==> src/sv/hsv2rgb_pkg.sv <==
`timescale 1ns / 1ps
// ----------------------------------------------------------------------------
// hsv2rgb_pkg - shared types and constants of the HSV to RGB converter
// Field widths, fixed-point constants, the command code and the hue sector
// code used between the pipeline modules.
// ----------------------------------------------------------------------------
package hsv2rgb_pkg;

  // Port field widths
  localparam int HUE_W    = 16;
  localparam int UNIT_W   = 13;
  localparam int POS_W    = 13;
  localparam int MAXHUE_W = 15;
  localparam int CHAN_W   = 8;

  // 3/pi in Q.16, and the width of the sector fraction
  localparam int               SECTOR_BITS = 16;
  localparam logic [15:0]      SECTOR_K    = 16'd62582;
  localparam int               SECPROD_W   = (HUE_W - 1) + 16;

  // Largest hue reachable in range mode
  localparam logic [MAXHUE_W-1:0] HUE_MAX     = 15'h7FFF;
  localparam logic [MAXHUE_W-1:0] MAX_HUE_RST = 15'd25736;

  // Number of hue sectors around the circle
  localparam int NUM_SECTORS = 6;

  typedef enum logic {
    CMD_CONVERT = 1'b0,
    CMD_RANGE   = 1'b1
  } cmd_t;

  // Sector order of (c, x, 0) across red, green and blue
  typedef enum logic [2:0] {
    SEC_RED_YEL = 3'd0,
    SEC_YEL_GRN = 3'd1,
    SEC_GRN_CYN = 3'd2,
    SEC_CYN_BLU = 3'd3,
    SEC_BLU_MAG = 3'd4,
    SEC_MAG_RED = 3'd5
  } sector_t;

endpackage

==> src/sv/hsv2rgb_front.sv <==
`timescale 1ns / 1ps
// ----------------------------------------------------------------------------
// hsv2rgb_front - operand select, chroma and sector stages
// Stage 1 picks hue, saturation and brightness for the command (range mode
// scales position by max_hue). Stage 2 forms chroma, offset and the sector.
// ----------------------------------------------------------------------------
module hsv2rgb_front import hsv2rgb_pkg::*; #(
  parameter int FRAC_BITS = 12
) (
  input  logic                  clk,
  input  logic                  rst_n,
  input  logic [MAXHUE_W-1:0]   max_hue,
  input  logic                  in_valid,
  output logic                  in_ready,
  input  logic                  in_cmd,
  input  logic [HUE_W-1:0]      in_hue,
  input  logic [UNIT_W-1:0]     in_saturation,
  input  logic [UNIT_W-1:0]     in_brightness,
  input  logic [POS_W-1:0]      in_position,
  output logic                  out_valid,
  input  logic                  out_ready,
  output logic [2*FRAC_BITS:0]  out_c,
  output logic [2*FRAC_BITS:0]  out_m,
  output logic [SECTOR_BITS-1:0] out_frac,
  output sector_t               out_sec,
  output logic                  out_sec_ok
);

  localparam int UW   = FRAC_BITS + 1;
  localparam int MW   = 2 * FRAC_BITS + 1;
  localparam int CFW  = 2 * UW;
  localparam int CMPW = (UW > UNIT_W) ? UW : UNIT_W;
  localparam int RPW  = POS_W + MAXHUE_W;
  localparam logic [CMPW-1:0] ONE_C = CMPW'(1) << FRAC_BITS;

  // Stage 1 registers
  logic                s1_v_r;
  logic [HUE_W-1:0]    s1_hue_r;
  logic [UW-1:0]       s1_sat_r;
  logic [UW-1:0]       s1_val_r;
  logic                s1_ready;

  // Stage 2 registers
  logic                s2_v_r;
  logic [MW-1:0]       s2_c_r;
  logic [MW-1:0]       s2_m_r;
  logic [SECTOR_BITS-1:0] s2_frac_r;
  sector_t             s2_sec_r;
  logic                s2_ok_r;
  logic                s2_ready;

  // Stage 1 combinational
  logic [RPW-1:0]      range_prod;
  logic [RPW-1:0]      range_hue;
  logic [MAXHUE_W-1:0] range_sat;
  logic [UW-1:0]       sat_clamp;
  logic [UW-1:0]       val_clamp;
  logic [HUE_W-1:0]    s1_hue_nxt;
  logic [UW-1:0]       s1_sat_nxt;
  logic [UW-1:0]       s1_val_nxt;

  // Stage 2 combinational
  logic [CFW-1:0]      chroma_full;
  logic [MW-1:0]       c_nxt;
  logic [MW-1:0]       m_nxt;
  logic [SECPROD_W-1:0] sec_prod;
  logic [SECPROD_W-1:0] sec_pos;
  logic [SECPROD_W-1:0] sec_idx;

  // Ready chain: a stage takes data when empty or when it drains
  assign s2_ready = !s2_v_r || out_ready;
  assign s1_ready = !s1_v_r || s2_ready;
  assign in_ready = s1_ready;

  // Select operands; range mode saturates the scaled hue
  always_comb begin
    range_prod = RPW'(in_position) * RPW'(max_hue);
    range_hue  = range_prod >> FRAC_BITS;
    range_sat  = (range_hue > RPW'(HUE_MAX)) ? HUE_MAX : range_hue[MAXHUE_W-1:0];
    sat_clamp  = (CMPW'(in_saturation) > ONE_C) ? ONE_C[UW-1:0]
                                                : UW'(in_saturation);
    val_clamp  = (CMPW'(in_brightness) > ONE_C) ? ONE_C[UW-1:0]
                                                : UW'(in_brightness);
    if (cmd_t'(in_cmd) == CMD_RANGE) begin
      s1_hue_nxt = {1'b0, range_sat};
      s1_sat_nxt = ONE_C[UW-1:0];
      s1_val_nxt = ONE_C[UW-1:0];
    end else begin
      s1_hue_nxt = in_hue;
      s1_sat_nxt = sat_clamp;
      s1_val_nxt = val_clamp;
    end
  end

  // Chroma, offset and sector position
  always_comb begin
    chroma_full = CFW'(s1_val_r) * CFW'(s1_sat_r);
    c_nxt       = chroma_full[MW-1:0];
    m_nxt       = (MW'(s1_val_r) << FRAC_BITS) - c_nxt;
    sec_prod    = SECPROD_W'(s1_hue_r[HUE_W-2:0]) * SECPROD_W'(SECTOR_K);
    sec_pos     = sec_prod >> FRAC_BITS;
    sec_idx     = sec_pos >> SECTOR_BITS;
  end

  // Hold valid bits per stage
  always_ff @(posedge clk) begin
    if (!rst_n) begin
      s1_v_r <= 1'b0;
      s2_v_r <= 1'b0;
    end else begin
      if (s1_ready) s1_v_r <= in_valid;
      if (s2_ready) s2_v_r <= s1_v_r;
    end
  end

  // Advance payload on each transfer
  always_ff @(posedge clk) begin
    if (s1_ready && in_valid) begin
      s1_hue_r <= s1_hue_nxt;
      s1_sat_r <= s1_sat_nxt;
      s1_val_r <= s1_val_nxt;
    end
    if (s2_ready && s1_v_r) begin
      s2_c_r    <= c_nxt;
      s2_m_r    <= m_nxt;
      s2_frac_r <= sec_pos[SECTOR_BITS-1:0];
      s2_sec_r  <= sector_t'(sec_idx[2:0]);
      s2_ok_r   <= !s1_hue_r[HUE_W-1] && (sec_idx < SECPROD_W'(NUM_SECTORS));
    end
  end

  assign out_valid  = s2_v_r;
  assign out_c      = s2_c_r;
  assign out_m      = s2_m_r;
  assign out_frac   = s2_frac_r;
  assign out_sec    = s2_sec_r;
  assign out_sec_ok = s2_ok_r;

endmodule

==> src/sv/hsv2rgb_mix.sv <==
`timescale 1ns / 1ps
// ----------------------------------------------------------------------------
// hsv2rgb_mix - secondary component stage
// Weights the chroma by the position inside the sector: the fraction in an
// even sector and its complement in an odd sector.
// ----------------------------------------------------------------------------
module hsv2rgb_mix import hsv2rgb_pkg::*; #(
  parameter int FRAC_BITS = 12
) (
  input  logic                   clk,
  input  logic                   rst_n,
  input  logic                   in_valid,
  output logic                   in_ready,
  input  logic [2*FRAC_BITS:0]   in_c,
  input  logic [2*FRAC_BITS:0]   in_m,
  input  logic [SECTOR_BITS-1:0] in_frac,
  input  sector_t                in_sec,
  input  logic                   in_sec_ok,
  output logic                   out_valid,
  input  logic                   out_ready,
  output logic [2*FRAC_BITS:0]   out_c,
  output logic [2*FRAC_BITS:0]   out_x,
  output logic [2*FRAC_BITS:0]   out_m,
  output sector_t                out_sec,
  output logic                   out_sec_ok
);

  localparam int MW = 2 * FRAC_BITS + 1;
  localparam int WW = SECTOR_BITS + 1;
  localparam int PW = MW + WW;

  logic          v_r;
  logic [MW-1:0] c_r;
  logic [MW-1:0] x_r;
  logic [MW-1:0] m_r;
  sector_t       sec_r;
  logic          ok_r;
  logic          stage_ready;

  logic [WW-1:0] weight;
  logic [PW-1:0] x_prod;

  assign stage_ready = !v_r || out_ready;
  assign in_ready    = stage_ready;

  // Weight the chroma; an odd sector runs the fraction downward
  always_comb begin
    weight = in_sec[0] ? ((WW'(1) << SECTOR_BITS) - WW'(in_frac)) : WW'(in_frac);
    x_prod = PW'(in_c) * PW'(weight);
  end

  always_ff @(posedge clk) begin
    if (!rst_n) begin
      v_r <= 1'b0;
    end else if (stage_ready) begin
      v_r <= in_valid;
    end
  end

  // Advance payload on transfer
  always_ff @(posedge clk) begin
    if (stage_ready && in_valid) begin
      c_r   <= in_c;
      x_r   <= x_prod[MW+SECTOR_BITS-1:SECTOR_BITS];
      m_r   <= in_m;
      sec_r <= in_sec;
      ok_r  <= in_sec_ok;
    end
  end

  assign out_valid  = v_r;
  assign out_c      = c_r;
  assign out_x      = x_r;
  assign out_m      = m_r;
  assign out_sec    = sec_r;
  assign out_sec_ok = ok_r;

endmodule

==> src/sv/hsv2rgb_out.sv <==
`timescale 1ns / 1ps
// ----------------------------------------------------------------------------
// hsv2rgb_out - channel ordering and scaling stages
// Stage 4 places (c, x, 0) in the sector's channel order and adds the offset.
// Stage 5 scales each channel by 255, truncates and holds the result.
// ----------------------------------------------------------------------------
module hsv2rgb_out import hsv2rgb_pkg::*; #(
  parameter int FRAC_BITS = 12
) (
  input  logic                 clk,
  input  logic                 rst_n,
  input  logic                 in_valid,
  output logic                 in_ready,
  input  logic [2*FRAC_BITS:0] in_c,
  input  logic [2*FRAC_BITS:0] in_x,
  input  logic [2*FRAC_BITS:0] in_m,
  input  sector_t              in_sec,
  input  logic                 in_sec_ok,
  output logic                 out_valid,
  input  logic                 out_ready,
  output logic [CHAN_W-1:0]    out_red,
  output logic [CHAN_W-1:0]    out_green,
  output logic [CHAN_W-1:0]    out_blue
);

  localparam int MW = 2 * FRAC_BITS + 1;
  localparam int SW = MW + CHAN_W;

  // Stage 4 registers
  logic          s4_v_r;
  logic [MW-1:0] s4_red_r;
  logic [MW-1:0] s4_grn_r;
  logic [MW-1:0] s4_blu_r;
  logic          s4_ready;

  // Stage 5 (output) registers
  logic              s5_v_r;
  logic [CHAN_W-1:0] s5_red_r;
  logic [CHAN_W-1:0] s5_grn_r;
  logic [CHAN_W-1:0] s5_blu_r;
  logic              s5_ready;

  logic [MW-1:0] prim_r;
  logic [MW-1:0] prim_g;
  logic [MW-1:0] prim_b;

  // Scale a unit value in Q.(2*FRAC_BITS) by 255 and truncate
  function automatic logic [CHAN_W-1:0] scale_chan(input logic [MW-1:0] val);
    logic [SW-1:0] scaled;
    scaled = (SW'(val) << CHAN_W) - SW'(val);
    return scaled[2*FRAC_BITS+CHAN_W-1:2*FRAC_BITS];
  endfunction

  assign s5_ready = !s5_v_r || out_ready;
  assign s4_ready = !s4_v_r || s5_ready;
  assign in_ready = s4_ready;

  // Decode sector into channel order; out-of-range hue gives no primaries
  always_comb begin
    prim_r = '0;
    prim_g = '0;
    prim_b = '0;
    if (in_sec_ok) begin
      unique case (in_sec)
        SEC_RED_YEL: begin prim_r = in_c; prim_g = in_x; end
        SEC_YEL_GRN: begin prim_r = in_x; prim_g = in_c; end
        SEC_GRN_CYN: begin prim_g = in_c; prim_b = in_x; end
        SEC_CYN_BLU: begin prim_g = in_x; prim_b = in_c; end
        SEC_BLU_MAG: begin prim_r = in_x; prim_b = in_c; end
        SEC_MAG_RED: begin prim_r = in_c; prim_b = in_x; end
        default: begin
          prim_r = '0;
          prim_g = '0;
          prim_b = '0;
        end
      endcase
    end
  end

  always_ff @(posedge clk) begin
    if (!rst_n) begin
      s4_v_r <= 1'b0;
      s5_v_r <= 1'b0;
    end else begin
      if (s4_ready) s4_v_r <= in_valid;
      if (s5_ready) s5_v_r <= s4_v_r;
    end
  end

  // Advance payload on each transfer
  always_ff @(posedge clk) begin
    if (s4_ready && in_valid) begin
      s4_red_r <= prim_r + in_m;
      s4_grn_r <= prim_g + in_m;
      s4_blu_r <= prim_b + in_m;
    end
    if (s5_ready && s4_v_r) begin
      s5_red_r <= scale_chan(s4_red_r);
      s5_grn_r <= scale_chan(s4_grn_r);
      s5_blu_r <= scale_chan(s4_blu_r);
    end
  end

  assign out_valid = s5_v_r;
  assign out_red   = s5_red_r;
  assign out_green = s5_grn_r;
  assign out_blue  = s5_blu_r;

endmodule

==> src/sv/hsv_to_rgb_converter.sv <==
`timescale 1ns / 1ps
// ----------------------------------------------------------------------------
// hsv_to_rgb_converter - fixed-point HSV to 8-bit RGB converter
// Converts one hue/saturation/brightness item, or one range position, to an
// RGB pixel through a five-stage valid/ready pipeline.
// ----------------------------------------------------------------------------
// The block takes one item per clock unless the output stalls it, and returns
// each pixel in order. Every stage has its own valid bit and ready term, so
// a stalled output only holds the stages behind it that are full; the input
// keeps taking items while bubbles remain. The five stages are operand select
// (with the position times max_hue product), chroma and sector multiplies,
// the secondary-weight multiply, channel ordering with offset add, and the
// scale by 255 into the output register. max_hue is written through cfg_we /
// cfg_wdata and should only change while the pipeline is empty.
module hsv_to_rgb_converter import hsv2rgb_pkg::*; #(
  parameter int FRAC_BITS = 12
) (
  input  logic                clk,
  input  logic                rst_n,
  input  logic                cfg_we,
  input  logic [MAXHUE_W-1:0] cfg_wdata,
  input  logic                in_valid,
  output logic                in_ready,
  input  logic                in_cmd,
  input  logic [HUE_W-1:0]    in_hue,
  input  logic [UNIT_W-1:0]   in_saturation,
  input  logic [UNIT_W-1:0]   in_brightness,
  input  logic [POS_W-1:0]    in_position,
  output logic                out_valid,
  input  logic                out_ready,
  output logic [CHAN_W-1:0]   out_red,
  output logic [CHAN_W-1:0]   out_green,
  output logic [CHAN_W-1:0]   out_blue
);

  localparam int MW = 2 * FRAC_BITS + 1;

  logic [MAXHUE_W-1:0] max_hue_r;

  logic                   fr_valid;
  logic                   fr_ready;
  logic [MW-1:0]          fr_c;
  logic [MW-1:0]          fr_m;
  logic [SECTOR_BITS-1:0] fr_frac;
  sector_t                fr_sec;
  logic                   fr_sec_ok;

  logic                   mx_valid;
  logic                   mx_ready;
  logic [MW-1:0]          mx_c;
  logic [MW-1:0]          mx_x;
  logic [MW-1:0]          mx_m;
  sector_t                mx_sec;
  logic                   mx_sec_ok;

  // Hold the range-mode hue span
  always_ff @(posedge clk) begin
    if (!rst_n) begin
      max_hue_r <= MAX_HUE_RST;
    end else if (cfg_we) begin
      max_hue_r <= cfg_wdata;
    end
  end

  hsv2rgb_front #(
    .FRAC_BITS(FRAC_BITS)
  ) u_front (
    .clk          (clk),
    .rst_n        (rst_n),
    .max_hue      (max_hue_r),
    .in_valid     (in_valid),
    .in_ready     (in_ready),
    .in_cmd       (in_cmd),
    .in_hue       (in_hue),
    .in_saturation(in_saturation),
    .in_brightness(in_brightness),
    .in_position  (in_position),
    .out_valid    (fr_valid),
    .out_ready    (fr_ready),
    .out_c        (fr_c),
    .out_m        (fr_m),
    .out_frac     (fr_frac),
    .out_sec      (fr_sec),
    .out_sec_ok   (fr_sec_ok)
  );

  hsv2rgb_mix #(
    .FRAC_BITS(FRAC_BITS)
  ) u_mix (
    .clk       (clk),
    .rst_n     (rst_n),
    .in_valid  (fr_valid),
    .in_ready  (fr_ready),
    .in_c      (fr_c),
    .in_m      (fr_m),
    .in_frac   (fr_frac),
    .in_sec    (fr_sec),
    .in_sec_ok (fr_sec_ok),
    .out_valid (mx_valid),
    .out_ready (mx_ready),
    .out_c     (mx_c),
    .out_x     (mx_x),
    .out_m     (mx_m),
    .out_sec   (mx_sec),
    .out_sec_ok(mx_sec_ok)
  );

  hsv2rgb_out #(
    .FRAC_BITS(FRAC_BITS)
  ) u_out (
    .clk      (clk),
    .rst_n    (rst_n),
    .in_valid (mx_valid),
    .in_ready (mx_ready),
    .in_c     (mx_c),
    .in_x     (mx_x),
    .in_m     (mx_m),
    .in_sec   (mx_sec),
    .in_sec_ok(mx_sec_ok),
    .out_valid(out_valid),
    .out_ready(out_ready),
    .out_red  (out_red),
    .out_green(out_green),
    .out_blue (out_blue)
  );

endmodule

==> config.mk <==
export PLATFORM = sky130hd
export DESIGN_NAME = hsv_to_rgb_converter
export DESIGN_NICKNAME = d
export VERILOG_FILES = /design/src/sv/hsv2rgb_pkg.sv /design/src/sv/hsv2rgb_front.sv /design/src/sv/hsv2rgb_mix.sv /design/src/sv/hsv2rgb_out.sv /design/src/sv/hsv_to_rgb_converter.sv
export SDC_FILE = /design/constraint.sdc
export NUM_CORES = 2
export LEC_CHECK = 0
export BUFFER_PORTS_ARGS = -buffer_cell sky130_fd_sc_hd__buf_4
export CORE_MARGIN = 2
export CORE_UTILIZATION = 35
export DETAILED_ROUTE_END_ITERATION = 10
export PLACE_DENSITY = 0.5
export SYNTH_ARGS = -nofsm -noshare
export SYNTH_HDL_FRONTEND = slang
export SYNTH_HIERARCHICAL = 1
export SYNTH_SLANG_ARGS = --single-unit
==> constraint.sdc <==
create_clock -name clk -period 6.75 [get_ports clk]
set_clock_uncertainty 0.15 [all_clocks]
set_input_delay 1.0125 -clock clk [delete_from_list [all_inputs] [get_ports clk]]
set_output_delay 1.0125 -clock clk [all_outputs]
set_load 0.02 [all_outputs]
==> impl_metrics.ini <==
[worst_setup_path]
path_max_fanout = 6
end_kind = register
critPathArrivalTime_ps = 7450
cp.required_ps = 7070
cp-start-kind = register
critPathKind = register to register
r2r_slack_ps = -380

[clock_network]
worstSkewPairLatency_ps = 620
cts_tree = built
clkSlewWorstSetupHoldPaths_ps = 60
numCtsBuffers = 38
htree_num_levels = 2
cts.sinks = 309
ctsLongestPathBuffers = 3
cts-root-buf = clkbuf_16

[synth]
yosysWarnings = 6
synth_edf_count = 289
synthArstFlopShare_pct = 0
synthFlopType = edfxtp_1
synth_cell_types = 99
syn_area_per_cell_sq_um = 9.41
syn_nets = 6243
yosysSeqAreaShare_pct = 19.4
syn_inst = 4982
synth_area_sq_mm = 0.0469
ys_seq_elements = 309

[placement]
hpwl_mm = 104
dpl.cell_count = 7065
io_buffers = 101
gp_congestion = 0.881
dpl_cell_area_sq_mm = 0.0527

[layout]
final_cells = 7166
stdcell_area_sq_mm = 0.0549
drive_gt1_share_pct = 14.3
synthToLayoutAreaGrowth_pct = 17.1
fillers = 13300
nets = 6631
antenna_cells = 0

[drt]
first_pass_iters = 5
vias = 34400
ant_nets = 0
totalWireLength_mm = 124
drt_iter0_markers = 1698
wl_per_cell_um = 17.2
via_per_inst = 4.80
drt_drc_violations_left = 0

[sta]
fin_crit_ps = 7130
hold_violations = 0
max_freq_mhz = 140
relSlewSlack_pct = 35.1
period_share_pct = 106
tightestPinTransition_ps = 974
setup_viol = 25
fin_ws_ps = -382
rsz0062_at_grt = true
final_max_slew_viol_count = 0
fin_hold_ws_ps = 254

[outcome]
outcome = finished, violations left
violations = setup timing

[grt]
overflow = 0
grt_max_degree = 66
grt_pass1_wl_mm = 200
grt_pass1_vias = 36000
grt_use_total_pct = 18.4
antenna_found_initial = 0

[flow_run]
drv_cap = 0

[die]
die_w_um = 370
core-area_sq_mm = 0.133
start_util_pct = 35.2
row_count = 134
die_h_um = 370
ios = 102
fp.dieArea_sq_mm = 0.137

[worst_hold_path]
hp-class = register to register
-- layout by cell type (no fill, tap or decap), types with 72 or more instances in the layout --
master | Yosys | routed
a21o_1 | 84 | 84
a21oi_1 | 175 | 159
a22oi_1 | 72 | 72
and2_1 | 309 | 301
buf_4 | 1 | 484
edfxtp_1 | 289 | 289
fa_1 | 684 | 676
ha_1 | 501 | 476
inv_1 | 1000 | 991
nand2_1 | 636 | 626
nor2_1 | 187 | 180
xnor2_1 | 150 | 132
-- repair_timing --
action                                  4_1_cts  5_1_grt
endpoints found under the setup margin       27       34
pin swaps                                    48       47
cloned                                        0        2
buffers inserted                             15       19
hold buffers                                  0        0
gates resized for setup                      29      103
-- registers in the layout, indices dropped and copies added (netlist names), 3 cells and up --
name	cells
u_out/s4_grn_r	25
max_hue_r	15
u_front/s1_sat_r	13
u_out/out_blue	8
u_front/out_m	24
u_mix/out_sec	3
u_out/s4_blu_r	25
u_front/out_c	25
u_mix/out_x	25
u_out/out_green	8
u_out/s4_red_r	25
u_out/out_red	8
u_front/s1_val_r	13
u_front/out_sec	3
u_mix/out_c	25
u_front/s1_hue_r	16
u_front/out_frac	16
u_mix/out_m	25
-- worst max-delay path, cell delays in order, from the launching register on --
cell	delay, ps
edfxtp_1	420
nor4_4	360
buf_4	200
nand3_4	100
o31ai_4	270
xnor2_4	240
clkbuf_16	220
nand2_1	70
fa_1	500
inv_1	60
fa_1	560
fa_1	430
fa_1	460
fa_1	480
inv_1	50
fa_1	470
inv_1	40
ha_1	300
nand2_1	110
buf_4	110
o22ai_1	70
nor2_1	180
o211ai_1	150
o21ai_1	150
buf_4	160
a31oi_4	80
or4b_1	510
nand3_1	90
-- per-layer routing --
layer	vias up	GRT usage (%)	part of all wire, %
li1	16700	-	-
met1	17000	25.4	47
met2	591	31.2	48
met3	115	2.13	3.5
met4	0	3.69	1.9
met5	-	0	0
-- final timing paths --
check                            from               end  cells after the start
setup / recovery  u_front/out_frac[5]   u_mix/out_x[22]                     27
hold / removal     u_front/out_sec[2]  u_mix/out_sec[2]                      0
setup reg to reg  u_front/out_frac[5]   u_mix/out_x[22]                     27
hold reg to reg    u_front/out_sec[2]  u_mix/out_sec[2]                      0
-- per-stage QoR --
step | worst slack (ps) | util (%) | TNS [ps]
global route | -691 | 41.2 | -14340
floorplan | -11.6 | - | -22.8
finish | -382 | 41.2 | -5190
global placement | -394 | 39.6 | -6180
CTS | -446 | 40.7 | -6930
detailed placement | -543 | 39.6 | -9130
-- area by class of cell --
class                   instances  area [sq um]  area share (%)
clock inverters                26           256           0.467
repair buffers                523          4280            7.81
well taps                    1768          2210            4.03
flip-flops and latches        309          9080            16.5
inverters                    1003          3760            6.86
clock buffers                  42           966            1.76
multi-input cells            3495         34300            62.5
-- synthesized netlist by cell type (19+ instances only) --
library cell / instances / area (sq um)
nor3_1: 40 / 200
o21a_1: 26 / 195
clkbuf_1: 160 / 601
mux2i_1: 21 / 210
a21o_1: 84 / 631
o21ai_0: 83 / 415
a31oi_1: 29 / 181
inv_1: 1000 / 3750
a21oi_1: 175 / 876
nor2b_1: 69 / 432
o21ai_1: 20 / 100
nand4_1: 22 / 138
fa_1: 684 / 13700
xor2_1: 47 / 412
a22oi_1: 72 / 541
edfxtp_1: 289 / 8680
nand3_1: 42 / 210
nor2_1: 187 / 702
nor4_1: 20 / 125
a211oi_1: 19 / 143
nand2_1: 636 / 2390
and2_1: 309 / 1930
ha_1: 501 / 6270
dfxtp_1: 20 / 400
o21bai_1: 19 / 143
xnor2_1: 150 / 1310
-- logic make-up after synthesis --
| kind of cell | after synthesis | share of synthesized area [%] |
|---|---|---|
| AND/OR/NAND/NOR | 1424 | 14.7 |
| AO/OA/AOI/OAI | 660 | 9.42 |
| flip-flops | 309 | 19.4 |
| multiplexers | 23 | 0.497 |
| buffers and inverters | 1178 | 9.52 |
| XOR/XNOR | 201 | 3.84 |
| adder cells (fa/ha/maj) | 1187 | 42.6 |
Power is not shown: default switching activity piles up to over one toggle a cycle in this logic, so the estimate is an artifact.
